==> src/hdl/wmt_pkg.sv <==
`timescale 1ns / 1ps
`default_nettype none

package wmt_pkg;

    localparam int DEF_WINDOW_DEPTH = 16;
    localparam int DEF_SAMPLE_BITS  = 24;

    localparam int IN_W      = 24;
    localparam int OUT_W     = 24;
    localparam int FILL_W    = 5;
    localparam int CFG_W     = 5;
    localparam int CFG_IDX_W = 2;
    localparam int MODE_W    = 2;

    localparam logic [CFG_IDX_W-1:0] REG_WINDOW_SIZE = 2'd0;
    localparam logic [CFG_IDX_W-1:0] REG_FILTER_MODE = 2'd1;

    localparam logic [CFG_W-1:0]  RST_WINDOW_SIZE = 5'd4;

    localparam logic [MODE_W-1:0] MODE_MEAN = 2'd0;
    localparam logic [MODE_W-1:0] MODE_TRIM = 2'd1;

    localparam int ROUND_DIV  = 10;
    localparam int ROUND_BIAS = 5;
    localparam int TRIM_MIN   = 3;

    localparam int                     RND_MAG_W   = 30;
    localparam int                     RND_RECIP_W = 28;
    localparam int                     RND_SHIFT   = 31;
    localparam logic [RND_RECIP_W-1:0] RND_RECIP   = 28'd214748365;

    typedef enum logic [2:0] {
        ST_IDLE,
        ST_SCAN,
        ST_DIV1,
        ST_DIV2,
        ST_ROUND,
        ST_HOLD
    } wmt_state_t;

    typedef struct packed {
        logic done;
        logic full;
    } wmt_ring_stat_t;

endpackage

`default_nettype wire

==> src/hdl/wmt_div.sv <==
`timescale 1ns / 1ps
`default_nettype none

module wmt_div #(
    parameter int DIV_W = 33,
    parameter int DVS_W = 5
) (
    input  wire logic                    clk,
    input  wire logic                    rst_n,
    input  wire logic                    start,
    input  wire logic signed [DIV_W-1:0] dividend,
    input  wire logic        [DVS_W-1:0] divisor,
    output logic                         done,
    output logic signed      [DIV_W-1:0] quotient
);
    import wmt_pkg::*;

    localparam int CW = $clog2(DIV_W + 1);

    logic             busy_reg;
    logic             done_reg;
    logic [CW-1:0]    cnt_reg;
    logic [DIV_W-1:0] mag_reg;
    logic [DVS_W-1:0] rem_reg;
    logic [DVS_W-1:0] dvs_reg;
    logic             neg_reg;

    logic [DIV_W-1:0] abs_in;
    logic [DVS_W:0]   rem_sh;
    logic             fits;
    logic [DVS_W:0]   rem_sub;

    assign abs_in  = dividend[DIV_W-1] ? DIV_W'(-dividend) : DIV_W'(dividend);
    assign rem_sh  = {rem_reg, mag_reg[DIV_W-1]};
    assign fits    = rem_sh >= {1'b0, dvs_reg};
    assign rem_sub = rem_sh - {1'b0, dvs_reg};

    always_ff @(posedge clk or negedge rst_n)
    begin
        if (!rst_n)
        begin
            busy_reg <= 1'b0;
            done_reg <= 1'b0;
            cnt_reg  <= '0;
        end
        else
        begin
            done_reg <= !start && busy_reg && (cnt_reg == CW'(1));
            if (start)
            begin
                busy_reg <= 1'b1;
                cnt_reg  <= CW'(DIV_W);
            end
            else if (busy_reg)
            begin
                cnt_reg <= cnt_reg - CW'(1);
                if (cnt_reg == CW'(1))
                begin
                    busy_reg <= 1'b0;
                end
            end
        end
    end

    always_ff @(posedge clk)
    begin
        if (start)
        begin
            mag_reg <= abs_in;
            rem_reg <= '0;
            dvs_reg <= divisor;
            neg_reg <= dividend[DIV_W-1];
        end
        else if (busy_reg)
        begin
            mag_reg <= {mag_reg[DIV_W-2:0], fits};
            rem_reg <= fits ? rem_sub[DVS_W-1:0] : rem_sh[DVS_W-1:0];
        end
    end

    assign done     = done_reg;
    assign quotient = neg_reg ? DIV_W'(-mag_reg) : DIV_W'(mag_reg);

endmodule

`default_nettype wire

==> src/hdl/wmt_ring.sv <==
`timescale 1ns / 1ps
`default_nettype none

module wmt_ring #(
    parameter int WINDOW_DEPTH = wmt_pkg::DEF_WINDOW_DEPTH,
    parameter int SAMPLE_BITS  = wmt_pkg::DEF_SAMPLE_BITS,
    parameter int CNT_W        = $clog2(WINDOW_DEPTH + 1),
    parameter int SUM_W        = SAMPLE_BITS + CNT_W
) (
    input  wire logic                          clk,
    input  wire logic                          rst_n,
    input  wire logic                          push,
    input  wire logic signed [SAMPLE_BITS-1:0] push_sample,
    input  wire logic                          restart,
    input  wire logic        [CNT_W-1:0]       len,
    output wmt_pkg::wmt_ring_stat_t            stat,
    output logic             [CNT_W-1:0]       cnt,
    output logic signed      [SUM_W-1:0]       sum,
    output logic signed      [SAMPLE_BITS-1:0] hi,
    output logic signed      [SAMPLE_BITS-1:0] lo
);
    import wmt_pkg::*;

    localparam int IDX_W = $clog2(WINDOW_DEPTH);

    logic signed [SAMPLE_BITS-1:0] mem [WINDOW_DEPTH];
    logic signed [SAMPLE_BITS-1:0] rd_data_reg;

    logic [IDX_W-1:0] wp_reg;
    logic             full_reg;
    logic [CNT_W-1:0] cnt_reg;
    logic             busy_reg;
    logic [CNT_W-1:0] rd_cnt_reg;
    logic             rd_vld_reg;
    logic             rd_last_reg;
    logic             first_reg;
    logic             done_reg;

    logic signed [SUM_W-1:0]       sum_reg;
    logic signed [SAMPLE_BITS-1:0] hi_reg;
    logic signed [SAMPLE_BITS-1:0] lo_reg;

    logic [IDX_W-1:0] wr_idx;
    logic [CNT_W-1:0] wr_nxt;
    logic             wr_wrap;
    logic [CNT_W-1:0] rd_nxt;

    assign wr_idx  = (CNT_W'(wp_reg) >= len) ? '0 : wp_reg;
    assign wr_nxt  = CNT_W'(wr_idx) + CNT_W'(1);
    assign wr_wrap = wr_nxt >= len;
    assign rd_nxt  = rd_cnt_reg + CNT_W'(1);

    always_ff @(posedge clk)
    begin
        if (push)
        begin
            mem[wr_idx] <= push_sample;
        end
        rd_data_reg <= mem[rd_cnt_reg[IDX_W-1:0]];
    end

    always_ff @(posedge clk or negedge rst_n)
    begin
        if (!rst_n)
        begin
            wp_reg      <= '0;
            full_reg    <= 1'b0;
            cnt_reg     <= '0;
            busy_reg    <= 1'b0;
            rd_cnt_reg  <= '0;
            rd_vld_reg  <= 1'b0;
            rd_last_reg <= 1'b0;
            first_reg   <= 1'b0;
            done_reg    <= 1'b0;
        end
        else
        begin
            done_reg   <= rd_vld_reg & rd_last_reg;
            rd_vld_reg <= busy_reg;
            if (restart)
            begin
                wp_reg   <= '0;
                full_reg <= 1'b0;
            end
            else if (push)
            begin
                wp_reg     <= wr_wrap ? '0 : wr_nxt[IDX_W-1:0];
                full_reg   <= full_reg | wr_wrap;
                cnt_reg    <= (full_reg | wr_wrap) ? len : wr_nxt;
                busy_reg   <= 1'b1;
                rd_cnt_reg <= '0;
                first_reg  <= 1'b1;
            end
            else if (busy_reg)
            begin
                rd_cnt_reg  <= rd_nxt;
                rd_last_reg <= rd_nxt == cnt_reg;
                if (rd_nxt == cnt_reg)
                begin
                    busy_reg <= 1'b0;
                end
            end
            if (rd_vld_reg)
            begin
                first_reg <= 1'b0;
            end
        end
    end

    always_ff @(posedge clk)
    begin
        if (rd_vld_reg)
        begin
            if (first_reg)
            begin
                sum_reg <= SUM_W'(rd_data_reg);
                hi_reg  <= rd_data_reg;
                lo_reg  <= rd_data_reg;
            end
            else
            begin
                sum_reg <= sum_reg + SUM_W'(rd_data_reg);
                if (rd_data_reg > hi_reg)
                begin
                    hi_reg <= rd_data_reg;
                end
                if (rd_data_reg < lo_reg)
                begin
                    lo_reg <= rd_data_reg;
                end
            end
        end
    end

    assign stat.done = done_reg;
    assign stat.full = full_reg;
    assign cnt       = cnt_reg;
    assign sum       = sum_reg;
    assign hi        = hi_reg;
    assign lo        = lo_reg;

endmodule

`default_nettype wire

==> src/hdl/windowed_mean_trimmed_filter.sv <==
// Windowed mean / trimmed-mean filter.
// Input channel in_valid/in_ready carries one signed sample per item; each item
// writes the sample into a ring window and yields exactly one result item on
// out_valid/out_ready: filtered value, fill_count and window_full.
// cfg_write with cfg_index/cfg_data sets window_size (index 0, restarts the
// window) or filter_mode (index 1); write only while the block is idle.
// After acceptance the window memory is scanned, then the serial divider runs
// (DIV_W = SAMPLE_BITS + clog2(WINDOW_DEPTH+1) + 4, 33 by default). The result
// is then ready for the rounded mean after a rounding step (the divide by ten is
// a reciprocal multiply), for the trimmed mean straight after the divider, and
// straight after the scan when no divide is needed.
// One item is in work at a time; the next can be accepted in the cycle after the
// result loads. in_ready is high in idle even while a finished result waits in
// the output register.
// A stalled receiver holds the result; the next item then completes its work
// and waits until the output register frees.
// Reset clears the window (empty, not wrapped), window_size to 4 and
// filter_mode to rounded mean. No clearing pass is needed.
`timescale 1ns / 1ps
`default_nettype none

module windowed_mean_trimmed_filter #(
    parameter int WINDOW_DEPTH = wmt_pkg::DEF_WINDOW_DEPTH,
    parameter int SAMPLE_BITS  = wmt_pkg::DEF_SAMPLE_BITS
) (
    input  wire logic                              clk,
    input  wire logic                              rst_n,
    input  wire logic                              cfg_write,
    input  wire logic        [wmt_pkg::CFG_IDX_W-1:0] cfg_index,
    input  wire logic        [wmt_pkg::CFG_W-1:0]  cfg_data,
    input  wire logic                              in_valid,
    output logic                                   in_ready,
    input  wire logic signed [wmt_pkg::IN_W-1:0]   sample,
    output logic                                   out_valid,
    input  wire logic                              out_ready,
    output logic signed      [wmt_pkg::OUT_W-1:0]  filtered,
    output logic             [wmt_pkg::FILL_W-1:0] fill_count,
    output logic                                   window_full
);
    import wmt_pkg::*;

    localparam int CNT_W = $clog2(WINDOW_DEPTH + 1);
    localparam int SUM_W = SAMPLE_BITS + CNT_W;
    localparam int DIV_W = SUM_W + 4;
    localparam int DVS_W = (CNT_W > 4) ? CNT_W : 4;
    localparam int PROD_W = RND_MAG_W + RND_RECIP_W;

    wmt_state_t state_reg, state_next;

    logic [CFG_W-1:0]  window_size_reg;
    logic [MODE_W-1:0] filter_mode_reg;
    logic [CNT_W-1:0]  len;

    logic                          push;
    logic                          restart;
    wmt_ring_stat_t                ring_stat;
    logic [CNT_W-1:0]              ring_cnt;
    logic signed [SUM_W-1:0]       ring_sum;
    logic signed [SAMPLE_BITS-1:0] ring_hi;
    logic signed [SAMPLE_BITS-1:0] ring_lo;

    logic                    div_start;
    logic signed [DIV_W-1:0] div_dividend;
    logic [DVS_W-1:0]        div_divisor;
    logic                    div_done;
    logic signed [DIV_W-1:0] div_quot;

    logic signed [DIV_W-1:0] sum_ext;
    logic signed [DIV_W-1:0] sum_x10;
    logic signed [DIV_W-1:0] trim_num;
    logic                    trim_ok;

    logic signed [DIV_W-1:0] rnd_sum;
    logic [DIV_W-1:0]        rnd_abs;
    logic                    rnd_load;
    logic [RND_MAG_W-1:0]    rnd_mag_reg;
    logic                    rnd_neg_reg;
    logic [PROD_W-1:0]       rnd_prod;
    logic [DIV_W-1:0]        rnd_quot;
    logic signed [DIV_W-1:0] rnd_value;

    logic signed [DIV_W-1:0] res_reg;
    logic                    res_load;
    logic signed [DIV_W-1:0] res_value;
    logic                    out_load;

    logic                    out_valid_reg;
    logic signed [OUT_W-1:0] out_val_reg;
    logic [FILL_W-1:0]       out_cnt_reg;
    logic                    out_full_reg;

    always_comb
    begin
        if (window_size_reg == '0)
        begin
            len = CNT_W'(1);
        end
        else if (32'(window_size_reg) > 32'(WINDOW_DEPTH))
        begin
            len = CNT_W'(WINDOW_DEPTH);
        end
        else
        begin
            len = CNT_W'(window_size_reg);
        end
    end

    assign restart = cfg_write && (cfg_index == REG_WINDOW_SIZE);

    always_ff @(posedge clk or negedge rst_n)
    begin
        if (!rst_n)
        begin
            window_size_reg <= RST_WINDOW_SIZE;
            filter_mode_reg <= MODE_MEAN;
        end
        else if (cfg_write)
        begin
            case (cfg_index)
                REG_WINDOW_SIZE: window_size_reg <= cfg_data;
                REG_FILTER_MODE: filter_mode_reg <= cfg_data[MODE_W-1:0];
                default: ;
            endcase
        end
    end

    wmt_ring #(
        .WINDOW_DEPTH (WINDOW_DEPTH),
        .SAMPLE_BITS  (SAMPLE_BITS),
        .CNT_W        (CNT_W),
        .SUM_W        (SUM_W)
    ) u_ring (
        .clk         (clk),
        .rst_n       (rst_n),
        .push        (push),
        .push_sample (sample[SAMPLE_BITS-1:0]),
        .restart     (restart),
        .len         (len),
        .stat        (ring_stat),
        .cnt         (ring_cnt),
        .sum         (ring_sum),
        .hi          (ring_hi),
        .lo          (ring_lo)
    );

    wmt_div #(
        .DIV_W (DIV_W),
        .DVS_W (DVS_W)
    ) u_div (
        .clk      (clk),
        .rst_n    (rst_n),
        .start    (div_start),
        .dividend (div_dividend),
        .divisor  (div_divisor),
        .done     (div_done),
        .quotient (div_quot)
    );

    assign sum_ext  = DIV_W'(ring_sum);
    assign sum_x10  = (sum_ext <<< 3) + (sum_ext <<< 1);
    assign trim_num = sum_ext - DIV_W'(ring_hi) - DIV_W'(ring_lo);
    assign trim_ok  = (32'(len) >= TRIM_MIN) && (32'(ring_cnt) >= TRIM_MIN);

    assign rnd_sum   = div_quot + DIV_W'(ROUND_BIAS);
    assign rnd_abs   = rnd_sum[DIV_W-1] ? DIV_W'(-rnd_sum) : DIV_W'(rnd_sum);
    assign rnd_prod  = {{RND_RECIP_W{1'b0}}, rnd_mag_reg} * {{RND_MAG_W{1'b0}}, RND_RECIP};
    assign rnd_quot  = DIV_W'(rnd_prod[PROD_W-1:RND_SHIFT]);
    assign rnd_value = rnd_neg_reg ? DIV_W'(-rnd_quot) : DIV_W'(rnd_quot);

    always_comb
    begin
        state_next = state_reg;
        case (state_reg)
            ST_IDLE:
            begin
                if (in_valid)
                begin
                    state_next = ST_SCAN;
                end
            end
            ST_SCAN:
            begin
                if (ring_stat.done)
                begin
                    case (filter_mode_reg)
                        MODE_MEAN: state_next = ST_DIV1;
                        MODE_TRIM: state_next = trim_ok ? ST_DIV2 : ST_HOLD;
                        default:   state_next = ST_HOLD;
                    endcase
                end
            end
            ST_DIV1:
            begin
                if (div_done)
                begin
                    state_next = ST_ROUND;
                end
            end
            ST_DIV2:
            begin
                if (div_done)
                begin
                    state_next = ST_HOLD;
                end
            end
            ST_ROUND:
            begin
                state_next = ST_HOLD;
            end
            ST_HOLD:
            begin
                if (!out_valid_reg || out_ready)
                begin
                    state_next = ST_IDLE;
                end
            end
            default: state_next = ST_IDLE;
        endcase
    end

    always_comb
    begin
        in_ready     = 1'b0;
        div_start    = 1'b0;
        div_dividend = sum_x10;
        div_divisor  = DVS_W'(ring_cnt);
        rnd_load     = 1'b0;
        res_load     = 1'b0;
        res_value    = '0;
        out_load     = 1'b0;
        case (state_reg)
            ST_IDLE:
            begin
                in_ready = 1'b1;
            end
            ST_SCAN:
            begin
                if (ring_stat.done)
                begin
                    case (filter_mode_reg)
                        MODE_MEAN:
                        begin
                            div_start = 1'b1;
                        end
                        MODE_TRIM:
                        begin
                            div_start    = trim_ok;
                            div_dividend = trim_num;
                            div_divisor  = DVS_W'(ring_cnt) - DVS_W'(2);
                            res_load     = !trim_ok;
                        end
                        default:
                        begin
                            res_load = 1'b1;
                        end
                    endcase
                end
            end
            ST_DIV1:
            begin
                rnd_load = div_done;
            end
            ST_DIV2:
            begin
                res_load  = div_done;
                res_value = div_quot;
            end
            ST_ROUND:
            begin
                res_load  = 1'b1;
                res_value = rnd_value;
            end
            ST_HOLD:
            begin
                out_load = !out_valid_reg || out_ready;
            end
            default: ;
        endcase
    end

    assign push = in_valid && in_ready;

    always_ff @(posedge clk or negedge rst_n)
    begin
        if (!rst_n)
        begin
            state_reg     <= ST_IDLE;
            out_valid_reg <= 1'b0;
        end
        else
        begin
            state_reg <= state_next;
            if (out_load)
            begin
                out_valid_reg <= 1'b1;
            end
            else if (out_ready)
            begin
                out_valid_reg <= 1'b0;
            end
        end
    end

    always_ff @(posedge clk)
    begin
        if (rnd_load)
        begin
            rnd_mag_reg <= RND_MAG_W'(rnd_abs);
            rnd_neg_reg <= rnd_sum[DIV_W-1];
        end
        if (res_load)
        begin
            res_reg <= res_value;
        end
        if (out_load)
        begin
            out_val_reg  <= OUT_W'(res_reg);
            out_cnt_reg  <= FILL_W'(ring_cnt);
            out_full_reg <= ring_stat.full;
        end
    end

    assign out_valid   = out_valid_reg;
    assign filtered    = out_val_reg;
    assign fill_count  = out_cnt_reg;
    assign window_full = out_full_reg;

    a_div_done_in_div: assert property (@(posedge clk) disable iff (!rst_n)
        div_done |-> (state_reg == ST_DIV1 || state_reg == ST_DIV2))
        else $error("divider finished outside a divide state");

    a_scan_done_in_scan: assert property (@(posedge clk) disable iff (!rst_n)
        ring_stat.done |-> state_reg == ST_SCAN)
        else $error("window scan finished outside the scan state");

    a_out_from_hold: assert property (@(posedge clk) disable iff (!rst_n)
        $rose(out_valid_reg) |-> $past(state_reg) == ST_HOLD)
        else $error("result raised without passing through hold");

endmodule

`default_nettype wire
==> config.mk <==
export PLATFORM = sky130hd
export DESIGN_NAME = windowed_mean_trimmed_filter
export DESIGN_NICKNAME = d
export VERILOG_FILES = /design/src/hdl/wmt_pkg.sv /design/src/hdl/wmt_div.sv /design/src/hdl/wmt_ring.sv /design/src/hdl/windowed_mean_trimmed_filter.sv
export SDC_FILE = /design/constraint.sdc
export NUM_CORES = 2
export LEC_CHECK = 0
export BUFFER_PORTS_ARGS = -buffer_cell sky130_fd_sc_hd__buf_4
export CAP_MARGIN = 20
export CORE_MARGIN = 2
export CORE_UTILIZATION = 43
export DETAILED_ROUTE_END_ITERATION = 8
export PLACE_DENSITY = 0.66
export SETUP_SLACK_MARGIN = 0.1
export SYNTH_ARGS = -nofsm -noshare
export SYNTH_HDL_FRONTEND = slang
export SYNTH_HIERARCHICAL = 1
export SYNTH_SLANG_ARGS = --single-unit
export TNS_END_PERCENT = 30
==> constraint.sdc <==
create_clock -name clk -period 9.7 [get_ports clk]
set_input_delay 0.485 -clock clk [delete_from_list [all_inputs] [get_ports clk]]
set_output_delay 0.485 -clock clk [all_outputs]
set_load 0.05 [all_outputs]
After elaboration in Yosys (flattened, before gate mapping)
Memories as Yosys holds them, arrays and structs flattened. A register that Yosys moved wholly into a read port is not among the register bits.
Index checks and enable logic that the tools add are counted.
- register bits: 245
- bits in writable memories: 384
- input port bits: 36
- word-level logic and storage cells: 163
- memories kept: 1
- add/subtract/negate cells: 14
- multipliers: 1
- magnitude comparators: 8
- eq/ne operators: 15
- muxes and demuxes: 62
- bitwise gates (word level): 4
- reduce and logical (&&, ||, !) cells: 29
- memories (name ; depth ; width ; rd ports ; clocked after Yosys merged registers in ; wr ports ; line ; source):
    u_ring.mem ; 16 ; 24 ; 1 ; 1 ; 1 ; wmt_ring.sv:26 ; logic signed [SAMPLE_BITS-1:0] mem [WINDOW_DEPTH];
- operators with widths (cell ; number):
    2-to-1 mux 33 bit ; 7
    2-to-1 mux 24 bit ; 5
    negator 33 bit ; 2
    multiplier 30 x 28 -> 55 bit (second input constant) ; 1
    case mux 24 bit (2 select lines) ; 1
    2-to-1 mux 5 bit ; 9
    adder 32 x 30 -> 33 bit ; 1
    adder 33 x 4 -> 33 bit (second input constant) ; 1
    subtractor 30 x 24 -> 31 bit ; 1
    2-to-1 mux 30 bit ; 1
    negator 30 bit ; 1
    subtractor 29 x 24 -> 30 bit ; 1
    adder 29 x 24 -> 29 bit ; 1
    2-to-1 mux 29 bit ; 1
    greater-than comparator 24 bit ; 1
    < comparator 24 bit ; 1
    negator 24 bit ; 1
    2-to-1 mux 1 bit ; 21
    2-to-1 mux 3 bit ; 6
    case mux 3 bit (6 select lines) ; 1
    2-to-1 mux 4 bit ; 4
    AND reduction 2 bit ; 7
    nonzero test 2 bit ; 7
    2-to-1 mux 6 bit ; 2
    other kinds (32) ; 49

Depth between registers and ports, before layout
- word-level depth: 11
- mapped depth: 29

Modules after synthesis
The synthesis kept the hierarchy.
- by module, submodules not included (module ; times used ; cells an instance ; area an instance (µm²)):
    windowed_mean_trimmed_filter ; 1 ; 2497 ; 23107.2
    wmt_ring ; 1 ; 1235 ; 21615.7
    wmt_div ; 1 ; 483 ; 4145.2

Worst setup path before layout
No wires, ideal clock.
- kind: register -> register
- start point: register rnd_mag_reg[3]
- end point: register res_reg[18] (data pin)
- setup time: 0.264 ns
- data arrival time: 7.342 ns
- path slack: 2.094 ns
- cell stages (with the launch flop): 26
- buffers on the path: 1
- clock period less this slack: 7.606 ns
- cells stage by stage: edfxtp_1 ha_1 xor2_1 ha_1 or2_2 fa_1 fa_1 fa_1 fa_1 inv_1 fa_1 inv_1 ha_1 clkbuf_1 nand4_1 nor4_1 inv_1 a211oi_1 nor3_1 o31a_1 xnor2_1 or4_4 nand4b_4 o41ai_2 xnor2_1 o21ai_1
- cells in the longest elaborated chain, start to end: 4
- RTL lines (what ; line ; source):
    start, declared ; windowed_mean_trimmed_filter.sv:76 ; logic [RND_MAG_W-1:0] rnd_mag_reg;
    start signal, assigned ; windowed_mean_trimmed_filter.sv:308 ; rnd_mag_reg <= RND_MAG_W'(rnd_abs);
    multiplier 30 x 28 -> 55 bit (*) ; windowed_mean_trimmed_filter.sv:166 ; assign rnd_prod = {{RND_RECIP_W{1'b0}}, rnd_mag_reg} * {{RND_MAG_W{1'b0}}, RND_RECIP};
    negator 24 bit ; windowed_mean_trimmed_filter.sv:168 ; assign rnd_value = rnd_neg_reg ? DIV_W'(-rnd_quot) : DIV_W'(rnd_quot);
    2-to-1 mux 24 bit (*) ; windowed_mean_trimmed_filter.sv:168 ;
    case mux 24 bit (2 select lines) (*) ; windowed_mean_trimmed_filter.sv:231 ; case (state_reg)
    named net res_value[18] ; windowed_mean_trimmed_filter.sv:84 ; logic signed [DIV_W-1:0] res_value;
    end signal, assigned ; windowed_mean_trimmed_filter.sv:313 ; res_reg <= res_value;
    end, declared ; windowed_mean_trimmed_filter.sv:82 ; logic signed [DIV_W-1:0] res_reg;
Mark *: on every way through the listed nets, which the timed path passes. The rest lies on a longest branch.
A chain may end at the register's enable or synchronous reset.

Worst setup path after layout
- start point: register rnd_mag_reg[4]
- end point: register res_reg[23] (data pin)
Same word-level chain as after synthesis.

==> impl_metrics.py <==
metrics = {
    "status": {
        "outcome": "finished clean",
    },
    "floorplan": {
        "floorplan.initialDensity_pct": 43.4,
        "std_cell_rows": 123,
        "die_w_um": 341,
        "die_height_um": 341,
        "floorplan.die_area_um2": 116000,
        "core_area_um2": 113000,
        "io_pins": 68,
    },
    "yosys": {
        "ys_ff_latch": 653,
        "synth_enable_flop_cells": 585,
        "synth_area_um2": 48900,
        "yosys_most_used_dff": "sky130_fd_sc_hd__edfxtp_1",
        "syn-mean-instance-area_um2": 11.6,
        "async_set_reset_flop_share_out_of_synthesis_pct": 5.97,
        "yosys_warnings": 6,
        "postSynthCellCount": 4215,
        "cell_types_with_the_largest_area_share_after_synthesis": "sky130_fd_sc_hd__edfxtp_1 36%, sky130_fd_sc_hd__fa_1 14%, sky130_fd_sc_hd__ha_1 11%",
        "seq_area_frac_synth_pct": 39.1,
        "synth.net_count": 5039,
        "post-synth-top-area-fraction_pct": 35.9,
        "ys_types": 109,
        "synth_top_area_cell": "sky130_fd_sc_hd__edfxtp_1",
    },
    "final_layout": {
        "most-common-layout-cells": "706 x sky130_fd_sc_hd__inv_1, 585 x sky130_fd_sc_hd__edfxtp_1, 438 x sky130_fd_sc_hd__ha_1",
        "n_antenna_cell": 0,
        "area_growth_pct": 9.28,
        "drive_gt1_share_pct": 9.82,
        "layout_commonest_cell": "sky130_fd_sc_hd__inv_1",
        "finish.instance_area_um2": 53400,
        "final.fill_count": 10104,
        "final_net_count": 5097,
        "largest_register_ffs": 384,
    },
    "detailed_routing": {
        "drc_errors": 0,
        "drt_pass1_iterations": 6,
        "detail_route.wirelength_mm": 124,
        "viasPerCell": 5.47,
        "wl_per_cell_um": 21.2,
        "route.vias.total": 31869,
        "detail_route.iter0.violations": 2363,
        "ant_nets": 0,
    },
    "global_route": {
        "first_global_vias": 32684,
        "antenna_violations_before_repair": 2,
        "grt_first_pass_wirelength_mm": 193,
        "global_route.usage.total_pct": 21.5,
        "grt_start_max_net_pins": 86,
        "globalRoute.totalOverflow": 0,
    },
    "power": {
        "power_density_nw_per_um2": 262,
        "leakagePower_nw": 21.8,
        "ir_drop_mv": 0.210,
    },
    "critical_path": {
        "setup.worst_path.start_class": "flip-flop",
        "category_of_the_critical_setup_timing_path": "flip-flop to flip-flop",
        "cp.required_ns": 10.04,
        "setup.worst_path.end_class": "flip-flop",
        "cp_max_fo": 7,
        "timing.critical_path.arrival_ns": 8.96,
    },
    "cts": {
        "post_cts.repair.setup_buffers": 0,
        "clock_latency_ns": 0.63,
        "tritoncts_buffers": 69,
        "cts_repair_resize_count": 0,
        "cts.htree.levels": 3,
        "cts.sinks": 653,
        "cts_tree": "done",
        "cts_hold_buffers": 1,
        "clockBufferDepth": 3,
        "cell_chosen_for_the_clock_root": "sky130_fd_sc_hd__clkbuf_16",
        "clk_pin_slew_ns": 0.06,
    },
    "sta": {
        "final.min_clock_period_ns": 8.61,
        "report.final.slew_viol_count": 0,
        "clock_skew_ns": 0.0284,
        "setup-tns-final_ns": 0,
        "achievable_freq_mhz": 116,
        "post-route-period-util_pct": 88.8,
        "timing_hold_violations_final": 0,
        "setup_viol": 0,
        "worst-slew-pin-transition_ns": 1.13,
        "slew-limit-headroom_pct": 24.4,
        "rsz_0062_raised_after_global_routing": "false",
    },
    "worst_hold_path": {
        "worst_hold_path_type": "input pin to flip-flop",
    },
    "place": {
        "place_hpwl_mm": 94.2,
        "place.gp.congestion": 1.00,
        "place_area_um2": 51200,
        "port_buffers": 67,
    },
    "job": {
        "drv_cap": 0,
    },
}
kinds of logic (layout without fill, tap and decap cells):
group,after synthesis,count (layout),share of synthesized area (%)
adder cells (fa/ha/maj),788,788,25.6
AND/OR/NAND/NOR,845,845,8.77
AO/OA/AOI/OAI,709,709,9.55
multiplexers,144,144,6.05
flip-flops,653,653,39.1
buffers and inverters,828,942,6.51
XOR/XNOR,248,248,4.44
layer usage:
layer	GRT usage, %	vias up	part of all wire, %	routed length [um]
li1	-	14980	-	-
met1	27.4	15901	42	51600
met2	37.1	805	49	61000
met3	3.22	181	5.1	6350
met4	7.71	2	3.8	4720
met5	0	-	0.0057	7
cell type report:
class                      instances  area, um2  share of cell area [%]
clock inverter                    33        344                   0.644
timing repair buffer             109        833                    1.56
clock buffer                      94       1870                    3.50
multi-input combinational       2734      26700                    50.0
sequential                       653      19100                    35.8
inverter                         706       2650                    4.96
tap                             1500       1880                    3.51
worst max-delay path, stage by stage, from the launching register on:
cell and delay, ns:
sky130_fd_sc_hd__edfxtp_1 0.54, sky130_fd_sc_hd__ha_1 0.47, sky130_fd_sc_hd__xor2_1 0.35, sky130_fd_sc_hd__ha_1 0.33
sky130_fd_sc_hd__fa_1 0.51, sky130_fd_sc_hd__fa_1 0.56, sky130_fd_sc_hd__fa_1 0.53, sky130_fd_sc_hd__fa_1 0.54
sky130_fd_sc_hd__inv_1 0.05, sky130_fd_sc_hd__fa_1 0.53, sky130_fd_sc_hd__inv_1 0.04, sky130_fd_sc_hd__ha_1 0.45
sky130_fd_sc_hd__nand4_1 0.17, sky130_fd_sc_hd__nor4_1 0.61, sky130_fd_sc_hd__inv_1 0.12, sky130_fd_sc_hd__a211oi_1 0.44
sky130_fd_sc_hd__nor2_1 0.15, sky130_fd_sc_hd__o31ai_1 0.77, sky130_fd_sc_hd__mux2i_1 0.22, sky130_fd_sc_hd__nor2_1 0.18
sky130_fd_sc_hd__nand3_1 0.16, sky130_fd_sc_hd__o41ai_2 0.39, sky130_fd_sc_hd__xnor2_1 0.17, sky130_fd_sc_hd__o21ai_1 0.07
path summary, 6_finish.rpt:
check,start,slack (ns),cells after the start,to
min reg2reg,res_reg[5],0.42,0,filtered[5]
max in group asynchronous,rst_n,8.84,2,u_ring/rd_cnt_reg[1]
min,cfg_data[3],0.09,2,window_size_reg[3]
min in group asynchronous,rst_n,0.46,2,u_ring/wp_reg[3]
max reg2reg,rnd_mag_reg[4],1.09,23,res_reg[23]
max,rnd_mag_reg[4],1.09,23,res_reg[23]
report_power, final:
part	internal, mW	switching [mW]	total [mW]
Combinational	3.15	4.16	7.32
Sequential	3.61	0.486	4.10
Clock	1.48	1.12	2.59
Total	8.24	5.77	14.0
synth_stat cells, types with 31 or more instances:
cell type	n
sky130_fd_sc_hd__a21o_1	64
sky130_fd_sc_hd__edfxtp_1	585
sky130_fd_sc_hd__nand4_1	52
sky130_fd_sc_hd__xnor2_1	139
sky130_fd_sc_hd__nor2b_1	33
sky130_fd_sc_hd__fa_1	350
sky130_fd_sc_hd__ha_1	438
sky130_fd_sc_hd__a21oi_1	188
sky130_fd_sc_hd__o21ai_0	157
sky130_fd_sc_hd__nor2_1	178
sky130_fd_sc_hd__clkbuf_1	92
sky130_fd_sc_hd__nand2b_1	34
sky130_fd_sc_hd__xor2_1	109
sky130_fd_sc_hd__mux4_2	120
sky130_fd_sc_hd__a31oi_1	32
sky130_fd_sc_hd__nand2_1	232
sky130_fd_sc_hd__dfrtp_1	38
sky130_fd_sc_hd__o31ai_1	31
sky130_fd_sc_hd__o21ai_1	35
sky130_fd_sc_hd__nand3_1	70
sky130_fd_sc_hd__inv_1	706
sky130_fd_sc_hd__nor3_1	53
per-stage QoR:
| step | util, % | std cells | hold WS [ns] | total power, mW | setup slack (ns) |
|---|---|---|---|---|---|
| after floorplan | - | 4215 | 0.189 | 9.74 | 2.09 |
| after global placement | 45.4 | 5700 | 0.407 | 11.3 | 1.26 |
| after detailed placement | 45.4 | 5700 | 0.405 | 11.4 | 1.10 |
| after CTS | 47.4 | 5828 | 0.0595 | 14.1 | 1.11 |
| after global routing | 47.4 | 5829 | 0.0799 | 15.1 | 0.515 |
| final | 47.4 | 5829 | 0.0936 | 14.0 | 1.09 |
Power figures use the tool's default switching activity.
